[config.mk]
export PLATFORM = sky130hd
export DESIGN_NAME = tiny_language_lexer
export DESIGN_NICKNAME = d
export VERILOG_FILES = /design/src/sv/tll_pkg.sv /design/src/sv/tll_queue.sv /design/src/sv/tll_front.sv /design/src/sv/tll_back.sv /design/src/sv/tiny_language_lexer.sv
export SDC_FILE = /design/constraint.sdc
export NUM_CORES = 1
export LEC_CHECK = 0
export ABC_AREA = 1
export BUFFER_PORTS_ARGS = -buffer_cell sky130_fd_sc_hd__buf_2
export CAP_MARGIN = 20
export CORE_MARGIN = 5
export CORE_UTILIZATION = 45
export DETAILED_ROUTE_END_ITERATION = 6
export PLACE_DENSITY_LB_ADDON = 0.25
export SLEW_MARGIN = 5
export SYNTH_ARGS = -nofsm -noshare
export SYNTH_HDL_FRONTEND = slang
export SYNTH_SLANG_ARGS = --single-unit
[constraint.sdc]
create_clock -name clk -period 36.4 [get_ports clk]
set_input_delay 10.92 -clock clk [delete_from_list [all_inputs] [get_ports clk]]
set_output_delay 10.92 -clock clk [all_outputs]
set_load 0.02 [all_outputs]
[src/sv/tll_pkg.sv]
// tll_pkg: shared types, token codes, character codes and keyword table
// for the lexer. No dependencies.
`timescale 1ns / 1ps

package tll_pkg;

  localparam int TEXT_BYTES_DEF = 8;
  localparam int VALUE_BITS_DEF = 32;
  localparam int QUEUE_DEPTH    = 4;
  localparam int NUM_KEYWORDS   = 8;

  localparam logic [4:0] K_SEMI   = 5'd8;
  localparam logic [4:0] K_ASSIGN = 5'd9;
  localparam logic [4:0] K_LT     = 5'd10;
  localparam logic [4:0] K_EQ     = 5'd11;
  localparam logic [4:0] K_PLUS   = 5'd12;
  localparam logic [4:0] K_MINUS  = 5'd13;
  localparam logic [4:0] K_TIMES  = 5'd14;
  localparam logic [4:0] K_OVER   = 5'd15;
  localparam logic [4:0] K_LPAREN = 5'd16;
  localparam logic [4:0] K_RPAREN = 5'd17;
  localparam logic [4:0] K_NUMBER = 5'd18;
  localparam logic [4:0] K_IDENT  = 5'd19;
  localparam logic [4:0] K_ERROR  = 5'd20;

  localparam logic [7:0] CH_LBRACE = 8'h7B;
  localparam logic [7:0] CH_RBRACE = 8'h7D;
  localparam logic [7:0] CH_COLON  = 8'h3A;
  localparam logic [7:0] CH_EQ     = 8'h3D;
  localparam logic [7:0] CH_LT     = 8'h3C;
  localparam logic [7:0] CH_SEMI   = 8'h3B;
  localparam logic [7:0] CH_PLUS   = 8'h2B;
  localparam logic [7:0] CH_MINUS  = 8'h2D;
  localparam logic [7:0] CH_STAR   = 8'h2A;
  localparam logic [7:0] CH_SLASH  = 8'h2F;
  localparam logic [7:0] CH_LPAREN = 8'h28;
  localparam logic [7:0] CH_RPAREN = 8'h29;

  localparam logic [15:0] ASSIGN_TEXT = {CH_EQ, CH_COLON};

  // keyword text, first byte in the low bits, index is the token kind
  localparam logic [63:0] KW_TEXT [NUM_KEYWORDS] = '{
    64'h6669,          // if
    64'h6E656874,      // then
    64'h65736C65,      // else
    64'h646E65,        // end
    64'h746165706572,  // repeat
    64'h6C69746E75,    // until
    64'h64616572,      // read
    64'h6574697277     // write
  };
  localparam logic [7:0] KW_LEN [NUM_KEYWORDS] = '{
    8'd2, 8'd4, 8'd4, 8'd3, 8'd6, 8'd5, 8'd4, 8'd5
  };

  // one request handed from front to back, word payload travels beside it
  typedef struct packed {
    logic        colon_err;
    logic        is_assign;
    logic        word_v;
    logic        all_letters;
    logic        all_digits;
    logic        sym_v;
    logic [4:0]  sym_kind;
    logic [7:0]  sym_char;
    logic [7:0]  length;
    logic [15:0] line;
  } tll_ent_t;

  typedef struct packed {
    logic [4:0]  kind;
    logic [63:0] text;
    logic [7:0]  length;
    logic [31:0] value;
  } tll_tok_t;

  // returns {hit, keyword index}
  function automatic logic [3:0] kw_lookup(logic [63:0] text, logic [7:0] len);
    logic [3:0] res;
    res = 4'd0;
    for (int k = 0; k < NUM_KEYWORDS; k++) begin
      if (KW_LEN[k] == len && KW_TEXT[k] == text) begin
        res = {1'b1, 3'(k)};
      end
    end
    return res;
  endfunction

endpackage

[src/sv/tll_queue.sv]
// tll_queue: small register queue between the lexer front and back.
// No package dependencies.
`timescale 1ns / 1ps

module tll_queue #(
  parameter int WIDTH = 8,
  parameter int DEPTH = 4
) (
  input  logic             clk,
  input  logic             rst_n,
  input  logic             wr_en,
  input  logic [WIDTH-1:0] wr_data,
  output logic             full,
  input  logic             rd_en,
  output logic [WIDTH-1:0] rd_data,
  output logic             empty
);

  localparam int PW = (DEPTH > 1) ? $clog2(DEPTH) : 1;
  localparam int CW = $clog2(DEPTH + 1);

  logic [WIDTH-1:0] mem [DEPTH];
  logic [PW-1:0]    wr_ptr_r, wr_ptr_nxt;
  logic [PW-1:0]    rd_ptr_r, rd_ptr_nxt;
  logic [CW-1:0]    count_r, count_nxt;
  logic             do_wr, do_rd;

  assign full    = (count_r == CW'(DEPTH));
  assign empty   = (count_r == '0);
  assign rd_data = mem[rd_ptr_r];
  assign do_wr   = wr_en && !full;
  assign do_rd   = rd_en && !empty;

  always_comb begin
    wr_ptr_nxt = wr_ptr_r;
    rd_ptr_nxt = rd_ptr_r;
    count_nxt  = count_r;
    if (do_wr) begin
      wr_ptr_nxt = (wr_ptr_r == PW'(DEPTH - 1)) ? '0 : wr_ptr_r + 1'b1;
    end
    if (do_rd) begin
      rd_ptr_nxt = (rd_ptr_r == PW'(DEPTH - 1)) ? '0 : rd_ptr_r + 1'b1;
    end
    if (do_wr && !do_rd) begin
      count_nxt = count_r + 1'b1;
    end else if (do_rd && !do_wr) begin
      count_nxt = count_r - 1'b1;
    end
  end

  always_ff @(posedge clk) begin
    if (!rst_n) begin
      wr_ptr_r <= '0;
      rd_ptr_r <= '0;
      count_r  <= '0;
    end else begin
      wr_ptr_r <= wr_ptr_nxt;
      rd_ptr_r <= rd_ptr_nxt;
      count_r  <= count_nxt;
    end
  end

  always_ff @(posedge clk) begin
    if (do_wr) begin
      mem[wr_ptr_r] <= wr_data;
    end
  end

endmodule

[src/sv/tll_front.sv]
// tll_front: accepts source bytes, tracks comment, colon and word state,
// and hands token requests to the queue. Depends on tll_pkg.
`timescale 1ns / 1ps

module tll_front #(
  parameter int TEXT_BYTES = tll_pkg::TEXT_BYTES_DEF,
  parameter int VALUE_BITS = tll_pkg::VALUE_BITS_DEF
) (
  input  logic                    clk,
  input  logic                    rst_n,
  input  logic                    push,
  input  logic                    q_full,
  input  logic                    req_type,
  input  logic [7:0]              char_code,
  input  logic [15:0]             line_number,
  output logic                    q_wr,
  output tll_pkg::tll_ent_t       ent,
  output logic [TEXT_BYTES*8-1:0] ent_text,
  output logic [VALUE_BITS-1:0]   ent_value
);

  import tll_pkg::*;

  localparam int TW = TEXT_BYTES * 8;

  logic                  comment_r, comment_nxt;
  logic                  colon_r, colon_nxt;
  logic [TW-1:0]         text_r, text_nxt;
  logic [7:0]            len_r, len_nxt;
  logic                  digits_r, digits_nxt;
  logic                  letters_r, letters_nxt;
  logic [VALUE_BITS-1:0] value_r, value_nxt;
  logic                  accept, flush, app;
  logic [VALUE_BITS+3:0] val_ext, val_mul;

  function automatic logic is_space(logic [7:0] c);
    return c == 8'd32 || (c >= 8'd9 && c <= 8'd13);
  endfunction

  function automatic logic is_digit(logic [7:0] c);
    return c >= 8'd48 && c <= 8'd57;
  endfunction

  function automatic logic is_alpha(logic [7:0] c);
    return (c >= 8'd65 && c <= 8'd90) || (c >= 8'd97 && c <= 8'd122);
  endfunction

  function automatic logic is_punct(logic [7:0] c);
    return (c >= 8'd33 && c <= 8'd47) || (c >= 8'd58 && c <= 8'd64) ||
           (c >= 8'd91 && c <= 8'd96) || (c >= 8'd123 && c <= 8'd126);
  endfunction

  function automatic logic [4:0] sym_kind_of(logic [7:0] c);
    logic [4:0] k;
    unique case (c)
      CH_SEMI:   k = K_SEMI;
      CH_LT:     k = K_LT;
      CH_EQ:     k = K_EQ;
      CH_PLUS:   k = K_PLUS;
      CH_MINUS:  k = K_MINUS;
      CH_STAR:   k = K_TIMES;
      CH_SLASH:  k = K_OVER;
      CH_LPAREN: k = K_LPAREN;
      CH_RPAREN: k = K_RPAREN;
      default:   k = K_ERROR;
    endcase
    return k;
  endfunction

  assign accept    = push && !q_full;
  assign ent_text  = text_r;
  assign ent_value = value_r;

  // value * 10 + digit, four guard bits catch the overflow
  assign val_ext = {4'b0000, value_r};
  assign val_mul = (val_ext << 3) + (val_ext << 1) + (VALUE_BITS + 4)'(char_code - 8'd48);

  always_comb begin
    comment_nxt     = comment_r;
    colon_nxt       = colon_r;
    text_nxt        = text_r;
    len_nxt         = len_r;
    digits_nxt      = digits_r;
    letters_nxt     = letters_r;
    value_nxt       = value_r;
    flush           = 1'b0;
    app             = 1'b0;
    ent             = '0;
    ent.line        = line_number;
    ent.length      = len_r;
    ent.all_letters = letters_r;
    ent.all_digits  = digits_r;
    ent.sym_char    = char_code;
    ent.sym_kind    = sym_kind_of(char_code);
    if (accept) begin
      if (colon_r) begin
        colon_nxt = 1'b0;
        if (!req_type && char_code == CH_EQ) begin
          ent.is_assign = 1'b1;
        end else begin
          ent.colon_err = 1'b1;
        end
      end
      if (!ent.is_assign) begin
        if (req_type) begin
          flush = 1'b1;
        end else if (char_code == CH_LBRACE) begin
          comment_nxt = 1'b1;
        end else if (char_code == CH_RBRACE) begin
          comment_nxt = 1'b0;
        end else if (comment_r) begin
          // inside a comment
        end else if (is_space(char_code)) begin
          flush = 1'b1;
        end else if (is_punct(char_code)) begin
          flush = 1'b1;
          if (char_code == CH_COLON) begin
            colon_nxt = 1'b1;
          end else begin
            ent.sym_v = 1'b1;
          end
        end else begin
          app = 1'b1;
        end
      end
      if (flush && len_r != 8'd0) begin
        ent.word_v  = 1'b1;
        text_nxt    = '0;
        len_nxt     = 8'd0;
        digits_nxt  = 1'b1;
        letters_nxt = 1'b1;
        value_nxt   = '0;
      end
      if (app) begin
        for (int i = 0; i < TEXT_BYTES; i++) begin
          if (len_r == 8'(i)) begin
            text_nxt[i*8 +: 8] = char_code;
          end
        end
        if (len_r != 8'd255) begin
          len_nxt = len_r + 8'd1;
        end
        letters_nxt = letters_r && is_alpha(char_code);
        if (is_digit(char_code)) begin
          value_nxt = (val_mul[VALUE_BITS+3:VALUE_BITS] != 4'd0) ? '1
                                                                 : val_mul[VALUE_BITS-1:0];
        end else begin
          digits_nxt = 1'b0;
        end
      end
    end
    q_wr = accept && (ent.colon_err || ent.is_assign || ent.word_v || ent.sym_v);
  end

  always_ff @(posedge clk) begin
    if (!rst_n) begin
      comment_r <= 1'b0;
      colon_r   <= 1'b0;
      text_r    <= '0;
      len_r     <= 8'd0;
      digits_r  <= 1'b1;
      letters_r <= 1'b1;
      value_r   <= '0;
    end else begin
      comment_r <= comment_nxt;
      colon_r   <= colon_nxt;
      text_r    <= text_nxt;
      len_r     <= len_nxt;
      digits_r  <= digits_nxt;
      letters_r <= letters_nxt;
      value_r   <= value_nxt;
    end
  end

endmodule

[src/sv/tll_back.sv]
// tll_back: classifies words, expands each queued request into one or two
// tokens and holds them in the output register. Depends on tll_pkg.
`timescale 1ns / 1ps

module tll_back #(
  parameter int TEXT_BYTES = tll_pkg::TEXT_BYTES_DEF,
  parameter int VALUE_BITS = tll_pkg::VALUE_BITS_DEF
) (
  input  logic                    clk,
  input  logic                    rst_n,
  input  logic                    q_empty,
  input  tll_pkg::tll_ent_t       ent,
  input  logic [TEXT_BYTES*8-1:0] ent_text,
  input  logic [VALUE_BITS-1:0]   ent_value,
  output logic                    q_rd,
  output logic                    empty,
  input  logic                    pop,
  output logic [4:0]              token_kind,
  output logic [63:0]             token_text,
  output logic [7:0]              token_length,
  output logic [31:0]             number_value,
  output logic [15:0]             token_line,
  output logic                    is_last
);

  import tll_pkg::*;

  logic        out_v_r, out_v_nxt;
  logic        phase_r, phase_nxt;
  logic [63:0] text_ext, value_ext;
  logic [3:0]  kw;
  tll_tok_t    word_tok, colon_tok, sym_tok, t0, t1, sel;
  logic [1:0]  n_tok;
  logic        last, load;

  assign text_ext  = 64'(ent_text);
  assign value_ext = 64'(ent_value);
  assign kw        = kw_lookup(text_ext, ent.length);

  always_comb begin
    word_tok.text   = text_ext;
    word_tok.length = ent.length;
    word_tok.value  = 32'd0;
    if (ent.all_letters && kw[3]) begin
      word_tok.kind = 5'(kw[2:0]);
    end else if (ent.all_digits) begin
      word_tok.kind  = K_NUMBER;
      word_tok.value = value_ext[31:0];
    end else if (ent.all_letters) begin
      word_tok.kind = K_IDENT;
    end else begin
      word_tok.kind = K_ERROR;
    end

    colon_tok = '{kind: K_ERROR, text: 64'(CH_COLON), length: 8'd1, value: 32'd0};
    sym_tok   = '{kind: ent.sym_kind, text: 64'(ent.sym_char), length: 8'd1, value: 32'd0};

    t1    = sym_tok;
    n_tok = 2'd1;
    if (ent.is_assign) begin
      t0 = '{kind: K_ASSIGN, text: 64'(ASSIGN_TEXT), length: 8'd2, value: 32'd0};
    end else if (ent.colon_err) begin
      t0 = colon_tok;
      if (ent.word_v) begin
        t1    = word_tok;
        n_tok = 2'd2;
      end else if (ent.sym_v) begin
        n_tok = 2'd2;
      end
    end else if (ent.word_v) begin
      t0 = word_tok;
      if (ent.sym_v) begin
        n_tok = 2'd2;
      end
    end else begin
      t0 = sym_tok;
    end

    sel       = phase_r ? t1 : t0;
    last      = phase_r || n_tok == 2'd1;
    load      = !q_empty && (!out_v_r || pop);
    q_rd      = load && last;
    phase_nxt = load ? !last : phase_r;
    out_v_nxt = load || (out_v_r && !pop);
  end

  assign empty = !out_v_r;

  always_ff @(posedge clk) begin
    if (!rst_n) begin
      out_v_r <= 1'b0;
      phase_r <= 1'b0;
    end else begin
      out_v_r <= out_v_nxt;
      phase_r <= phase_nxt;
    end
  end

  always_ff @(posedge clk) begin
    if (load) begin
      token_kind   <= sel.kind;
      token_text   <= sel.text;
      token_length <= sel.length;
      number_value <= sel.value;
      token_line   <= ent.line;
      is_last      <= last;
    end
  end

endmodule

[src/sv/tiny_language_lexer.sv]
// tiny_language_lexer: top level of the lexer, front, request queue and back.
// Depends on tll_pkg, tll_front, tll_queue and tll_back.
//
// Input side is a queue write port: an item (a source byte or an end of
// line mark with its line number) is taken on a clock edge with push high
// and full low. Result side is a queue read port: while empty is low the
// oldest token sits on the out_ ports and is taken on an edge with pop high.
// An item causes zero, one or two tokens; is_last marks the final one.
// A token passes through the request queue and then the output register
// before it is visible on the out_ ports.
// Throughput: one item per cycle while full is low; an item with two tokens
// holds the back end for both, and the 4-entry request queue absorbs that burst.
// The token path is set by the single output register in the back end.
// Reset empties the queue and output register and clears all word state; empty
// rises right after the reset edge. If pop stays low, the token holds, the
// queue fills and full rises until the receiver takes results again.
`timescale 1ns / 1ps

module tiny_language_lexer #(
  parameter int TEXT_BYTES = tll_pkg::TEXT_BYTES_DEF,
  parameter int VALUE_BITS = tll_pkg::VALUE_BITS_DEF
) (
  input  logic        clk,
  input  logic        rst_n,
  input  logic        push,
  output logic        full,
  input  logic        in_req_type,
  input  logic [7:0]  in_char_code,
  input  logic [15:0] in_line_number,
  output logic        empty,
  input  logic        pop,
  output logic [4:0]  out_token_kind,
  output logic [63:0] out_token_text,
  output logic [7:0]  out_token_length,
  output logic [31:0] out_number_value,
  output logic [15:0] out_token_line,
  output logic        out_is_last
);

  import tll_pkg::*;

  localparam int TW = TEXT_BYTES * 8;
  localparam int EW = $bits(tll_ent_t);
  localparam int QW = EW + TW + VALUE_BITS;

  tll_ent_t              f_ent, b_ent;
  logic [TW-1:0]         f_text, b_text;
  logic [VALUE_BITS-1:0] f_value, b_value;
  logic                  q_wr, q_rd, q_full, q_empty;
  logic [QW-1:0]         q_rd_data;

  assign full    = q_full;
  assign b_ent   = tll_ent_t'(q_rd_data[QW-1 -: EW]);
  assign b_text  = q_rd_data[TW+VALUE_BITS-1 -: TW];
  assign b_value = q_rd_data[VALUE_BITS-1:0];

  tll_front #(
    .TEXT_BYTES (TEXT_BYTES),
    .VALUE_BITS (VALUE_BITS)
  ) u_front (
    .clk         (clk),
    .rst_n       (rst_n),
    .push        (push),
    .q_full      (q_full),
    .req_type    (in_req_type),
    .char_code   (in_char_code),
    .line_number (in_line_number),
    .q_wr        (q_wr),
    .ent         (f_ent),
    .ent_text    (f_text),
    .ent_value   (f_value)
  );

  tll_queue #(
    .WIDTH (QW),
    .DEPTH (QUEUE_DEPTH)
  ) u_queue (
    .clk     (clk),
    .rst_n   (rst_n),
    .wr_en   (q_wr),
    .wr_data ({f_ent, f_text, f_value}),
    .full    (q_full),
    .rd_en   (q_rd),
    .rd_data (q_rd_data),
    .empty   (q_empty)
  );

  tll_back #(
    .TEXT_BYTES (TEXT_BYTES),
    .VALUE_BITS (VALUE_BITS)
  ) u_back (
    .clk          (clk),
    .rst_n        (rst_n),
    .q_empty      (q_empty),
    .ent          (b_ent),
    .ent_text     (b_text),
    .ent_value    (b_value),
    .q_rd         (q_rd),
    .empty        (empty),
    .pop          (pop),
    .token_kind   (out_token_kind),
    .token_text   (out_token_text),
    .token_length (out_token_length),
    .number_value (out_number_value),
    .token_line   (out_token_line),
    .is_last      (out_is_last)
  );

endmodule

==> out/qor.csv, run 1 <==
metric,value,unit
cp_cell_sequence,buf_2 > inv_1 > ha_1 > nand2_1 > nor4_1 > o21ai_0 > nand2_1 > nor2_1 > nand2_1 > nand2_1 > nand2_1 > nand3_4 > nand2_1 > nand2_1 > nor2_4 > buf_4 > buf_4,
cp_common_cell,nand2_1,
start_kind,primary input,
cts_resized,0,
drive_gt1_frac,0.1074,
synth-simple-area-share,0.2096,
place_inst,4783,
status,completed,
switchingPower,1.091,mW
critPathKind,primary input to flop,
wl_per_cell,19.46,um
rsz0062_at_grt,false,
cts_hold_buffers,0,
drtAntennaViolNets,0,
cp_data_required_time,36.66,ns
area_growth,11.75,%
cts_tree,done,
core-area,81980,um2
ir_drop,52.89,uV
p_int,1.906,mW
yosys_register_bits,801,
seq_area_frac_synth,0.6151,
layoutNonFillerInstCount,4944,
setup_violations,0,
drc,0,
hold_path.class,flop to flop,
die_area,88450,um2
hpwlAfterDp,60080,um
rows,105,
clockRootBuffer,clkbuf_16,
max_stage_delay,0.88,ns
async_flop_share,0,
gp_congestion,0.9050,
powerDensity,72.15,nW/um2
routed_via_density,5.399,
clkTransAtPathRegs,0.06,ns
htreeDepth,3,
max_freq,64.08,MHz
ys_warn_count,0,
antenna_found_initial,4,
drtIter0Drc,2318,
clkPwrFrac,0.289,
hold_violations,0,
worst_ep_arrival_time,15.86,ns
ys.flop_type,edfxtp_1,
worst_slew_pin_slew,1.152,ns
synth-xor-area-share,0.006362,
synth_nets,3817,
postSynthCellCount,3703,
clockBufferDepth,3,
syn_avg_cell_area,10.04,um2
synth_fa_ha_area_frac,0.03508,
globalRouteOverflowTotal,0,
synth_top_family_by_area,simple AND/OR/NAND/NOR gates,
via_count,26692,
p_seq_frac,0.413,
grt_first_pass_wirelength,149700,um
initial_core_util,0.4534,
layout.nets,3915,
track_usage,0.2128,
die_w,297.4,um
cts_setup_buffers,0,
die_h,297.4,um
boundaryPins,157,
fin_crit,15.61,ns
insertion_delay,0.64,ns
cellLeakagePower,16.27,nW
synth_compound_area_frac,0.08288,
slew_viol_final,0,
switching_share,0.3641,
grt_pass1_vias,25275,
cp_slowest_cell,buf_4,
p_comb_frac,0.298,
firstDrtPassIters,5,
io_buffers,156,
crit_fanout,59,
worst_setup_path_end_kind,flop,
finClkSkew,0.03091,ns
cts.sinks,801,
numCtsBuffers,85,
grt_start_max_net_pins,187,
synth_area,37170,um2
post-route-period-util,0.4287,
cap_violations,0,
synthMuxAreaShare,0,
wirelength,96220,um
maxSlewHeadroom,0.2317,
ys_types,57,
synth_edf_count,682,
setup_tns,0,ns
## power by group through the flow
stage                     logic [mW]  registers [mW]  clock network [mW]
after floorplan                0.525            1.36                   0
after global placement         0.890            1.25                   0
after detailed placement       0.898            1.26                   0
after CTS                      0.901            1.24               0.885
after global routing           0.986            1.25               0.929
final                          0.893            1.24               0.867
## layout by cell type (no fill, tap or decap), drive strengths merged, types with 2 or more instances in the layout
cell and instances:
clkinv 30, clkinvlp 2, xnor2 3, edfxtp 682, o32ai 2, bufinv 7, clkbuf 115, inv 259
buf 189, or2 2, and3 3, o21a 2, nor2 418, a32o 4, nand4 23, ha 53
nor3 30, a21oi 228, nand3b 28, nand3 333, and2 2, o22ai 60, a31oi 9, diode 2
a32oi 2, a21o 2, xor2 24, o211ai 7, a311oi 2, a21boi 3, o21bai 8, nor3b 32
fa 32, nand2 909, nor4 4, dfxtp 119, o21ai 238
## critical path, delay by kind of cell
| kind | cells | cell delay [ns] |
|---|---|---|
| AO/OA/AOI/OAI | 1 | 0.17 |
| adder cells (fa/ha/maj) | 1 | 0.24 |
| buffers and inverters | 4 | 2.22 |
| AND/OR/NAND/NOR | 11 | 2.23 |
## routing by layer
| layer | GRT usage | vias up | wire, um |
|---|---|---|---|
| met4 | 0.06719 | 0 | 2802 |
| met1 | 0.3029 | 12789 | 42910 |
| met2 | 0.3432 | 818 | 45050 |
| met3 | 0.02737 | 158 | 5460 |
| li1 | - | 12927 | - |
| met5 | 0 | - | 0 |
## per-stage QoR
step	cell area (um2)	util	total power [mW]	setup WS, ns	hold WS [ns]
4_1_cts	41510	0.5064	3.025	20.66	0.4767
3_3_place_gp	38700	0.4721	2.145	20.05	0.4634
3_5_place_dp	38700	0.4721	2.155	20.01	0.4582
6_report	41540	0.5067	2.997	20.79	0.4716
5_1_grt	41540	0.5067	3.166	20.46	0.5047
2_1_floorplan	37170	-	1.887	17.39	0.4370
## cells in the mapped netlist (all sizes together), types with 7 or more instances
library cell,number,area (um2)
o21bai,8,60.06
clkbuf,85,319.1
inv,253,952.2
ha,53,663.1
buf,93,615.6
o22ai,60,375.4
fa,32,640.6
nor2,418,1639
nand4,23,143.9
a31oi,9,56.30
nand3b,28,210.2
o211ai,7,52.55
dfxtp,119,2382
nor3,30,220.2
nand3,333,1677
edfxtp,682,20480
nand2,909,3437
o21ai,238,1191
a21oi,228,1141
xor2,24,210.2
nor3b,32,390.4
## cell families after synthesis
kind of cell,after synthesis
compound gates,573
xor+xnor,27
fa+ha+maj,85
buf+inv,433
flops,801
simple gates,1784
## path summary, 6_finish.rpt
| path | depth (start not counted) | slack [ns] | startpoint | endpoint |
|---|---|---|---|---|
| worst max-delay path | 17 | 20.79 | in_char_code[4] | u_queue.mem[2][97]$_DFFE_PP_ |
| worst min-delay path | 2 | 0.47 | u_queue.count_r[2]$_SDFFE_PN0P_ | u_back.out_v_r$_SDFF_PN0_ |
| worst max register to register | 13 | 31.37 | u_queue.count_r[1]$_SDFFE_PN0P_ | u_queue.mem[2][97]$_DFFE_PP_ |
| worst min register to register | 2 | 0.47 | u_queue.count_r[2]$_SDFFE_PN0P_ | u_back.out_v_r$_SDFF_PN0_ |
## registers in the layout (all words and copies together), names as in the netlist, 2 cells and up, named ones only
name and cells:
u_front.ent_text 64, u_back.token_text 64, u_back.token_line 16, u_queue.rd_ptr_r 2
u_back.token_length 8, u_queue.count_r 3, u_back.number_value 32, u_front.ent_value 32
u_queue.wr_ptr_r 2, u_front.len_r 8, u_back.token_kind 5, u_queue.mem 556
## cell type report
cell class	count	area, um2
Sequential cell	801	22870
Inverter	255	968.4
Antenna cell	2	5.005
Fill cell	7405	40440
Timing Repair Buffer	189	1054
Tap cell	1070	1339
Clock inverter	43	465.4
Multi-Input combinational cell	2469	12490
Clock buffer	115	2341
Power figures use the tool's default switching activity.
==> run 2: changes to the inputs <==
Clock period 36.4 ns to 14.2 ns, I/O delays scaled along.
==> run 2 against run 1 <==
Register-to-register slack worse by 22 ns. Setup slack worse by 15 ns. Clock-buffer cell count decreased by 16. Sequential share of layout area shrank 0.15 points. Critical endpoint is now u_front.ent_value[14]$_SDFFE_PN0P_. Highest routed layer unchanged.
==> out/qor.csv, run 2 (synthesis gave the netlist of run 1 again) <==
metric,value,unit,change
grt_first_pass_wirelength,150800,um,+0.72%
wl_per_cell,19.62,um,+0.78%
status,completed,,
antenna_found_initial,4,,unchanged
drtAntennaViolNets,0,,unchanged
drive_gt1_frac,0.1080,,+0.0005444
r2r-end,u_back.number_value[26]$_DFFE_PP_,,
final_cell_mix,"nand2_1, edfxtp_1, nor2_1",,
cts_resized,0,,unchanged
worst_setup_path_end_kind,flop,,
clkTransAtPathRegs,0.06,ns,about the same
grt_pass1_vias,25563,,+1.1%
boundaryPins,157,,unchanged
hpwlAfterDp,59700,um,-0.64%
powerDensity,186.3,nW/um2,+160%
worstHoldStart,u_queue.count_r[2]$_SDFFE_PN0P_,,
rsz0062_at_grt,false,,
slew_viol_final,0,,unchanged
area_growth,12.05,%,
cts_hold_buffers,0,,unchanged
grtUsageMet1,0.3029,,about the same
fillCellCount,7460,,+0.74%
reg2reg_slack,9.40,ns,-21.97 ns
hold_violations,0,,unchanged
start_kind,primary input,,
largest_reg_flops,556,,unchanged
insertion_delay,0.65,ns,about the same
cp_data_required_time,14.70,ns,-21.96 ns
hold_path.class,flop to flop,,
io_buffers,156,,unchanged
setup_tns,0,ns,unchanged
cts_setup_buffers,0,,unchanged
worst_ep_arrival_time,8.93,ns,-6.93 ns
finClkSkew,0.03671,ns,+0.005806 ns
ir_drop,129.5,uV,+140%
initial_core_util,0.4534,,unchanged
wirelength,96960,um,+0.76%
met3_usage,0.03167,,+0.004306
die_h,297.4,um,unchanged
clockBufferDepth,3,,unchanged
globalRouteOverflowTotal,0,,unchanged
whs_endpoint,u_back.out_v_r$_SDFF_PN0_,,
core-area,81980,um2,unchanged
cap_violations,0,,unchanged
htreeDepth,3,,unchanged
grtUsageMet2,0.3513,,+0.008103
drc,0,,unchanged
routed_via_density,5.395,,about the same
layout.nets,3913,,-0.051%
fin_crit,8.428,ns,
drtIter0Drc,2468,,+6.5%
die_w,297.4,um,unchanged
cts.sinks,801,,unchanged
top_register,u_queue.mem,,
maxSlewHeadroom,0.2862,,+0.05452
final_common_cell,nand2_1,,
post-route-period-util,0.5935,,
firstDrtPassIters,5,,unchanged
grt.busiest_layer,met2,,
max_freq,118.7,MHz,
numCtsBuffers,85,,unchanged
die_area,88450,um2,unchanged
worst_slew_pin_slew,1.071,ns,-0.08178 ns
track_usage,0.2138,,+0.0009980
critPathKind,primary input to flop,,
via_count,26669,,-0.086%
crit_fanout,32,,-46%
setup_violations,0,,unchanged
hold_depth,2,,unchanged
cts_tree,done,,
clockRootBuffer,clkbuf_16,,
gp_congestion,0.9109,,+0.65%
reg2reg_depth,17,,+4
grt_start_max_net_pins,193,,+3.2%
rows,105,,unchanged
cellLeakagePower,16.30,nW,+0.18%
final_util,0.5080,,+0.001373
[run 2: critical path, cell delays in order]
cell     delay [ns]
buf_2          0.50
nor2_4         0.12
inv_1          0.16
nor2_2         0.09
inv_1          0.41
buf_4          0.39
fa_1           0.46
inv_1          0.06
ha_1           0.27
a21oi_1        0.27
inv_1          0.07
a21oi_1        0.15
o21ai_0        0.14
a21oi_1        0.19
nand2_1        0.07
nand2_1        0.06
nand2_1        0.08
nor2_4         0.73
nand3_1        0.21
nand3_1        0.12
a21oi_1        0.08
[run 2: stage by stage]
step | hold slack [ns] | area [um2] | cells | total power, mW | setup slack [ns]
global route | 0.5030 | 41650 | 4943 | 8.173 | 5.432
finish | 0.4792 | 41650 | 4943 | 7.758 | 5.772
floorplan | 0.4370 | 37170 | 3703 | 4.838 | 1.852
CTS | 0.4864 | 41620 | 4940 | 7.817 | 5.832
detailed placement | 0.4761 | 38710 | 4781 | 5.529 | 5.178
global placement | 0.4644 | 38710 | 4781 | 5.507 | 5.289
[run 2: worst max path at each step]
stage                          startpoint                                  to  slack, ns  depth (start not counted)
final                     in_char_code[7]  u_front.ent_value[14]$_SDFFE_PN0P_       5.77                         21
after global routing      in_char_code[7]  u_front.ent_value[14]$_SDFFE_PN0P_       5.43                         21
after CTS                 in_char_code[7]  u_front.ent_value[14]$_SDFFE_PN0P_       5.83                         21
after detailed placement  in_char_code[7]  u_front.ent_value[13]$_SDFFE_PN0P_       5.18                         21
after global placement    in_char_code[7]  u_front.ent_value[13]$_SDFFE_PN0P_       5.29                         21
after floorplan           in_char_code[4]         u_queue.mem[0][0]$_DFFE_PP_       1.85                         15
[run 2: per-layer routing]
metal,share of wire,up-vias
li1,-,12921
met1,0.45,12840
met2,0.48,787
met3,0.060,121
met4,0.018,0
met5,0,-
[run 2: layout make-up]
type | count | area, um2 | share of cell area
repair buffers | 187 | 1071 | 0.02572
clock buffers | 99 | 2262 | 0.05432
inverters | 255 | 968.4 | 0.02325
flip-flops and latches | 801 | 22870 | 0.5491
diodes | 2 | 5.005 | 0.0001202
multi-input cells | 2469 | 12490 | 0.3000
well taps | 1070 | 1339 | 0.03214
clock inverters | 60 | 639.4 | 0.01535
[run 2: power breakdown]
| part | switching [mW] | total (mW) | internal (mW) |
|---|---|---|---|
| logic | 1.72 | 2.30 | 0.575 |
| registers | 0.156 | 3.18 | 3.02 |
| clock network | 0.952 | 2.29 | 1.33 |
| total | 2.83 | 7.76 | 4.93 |
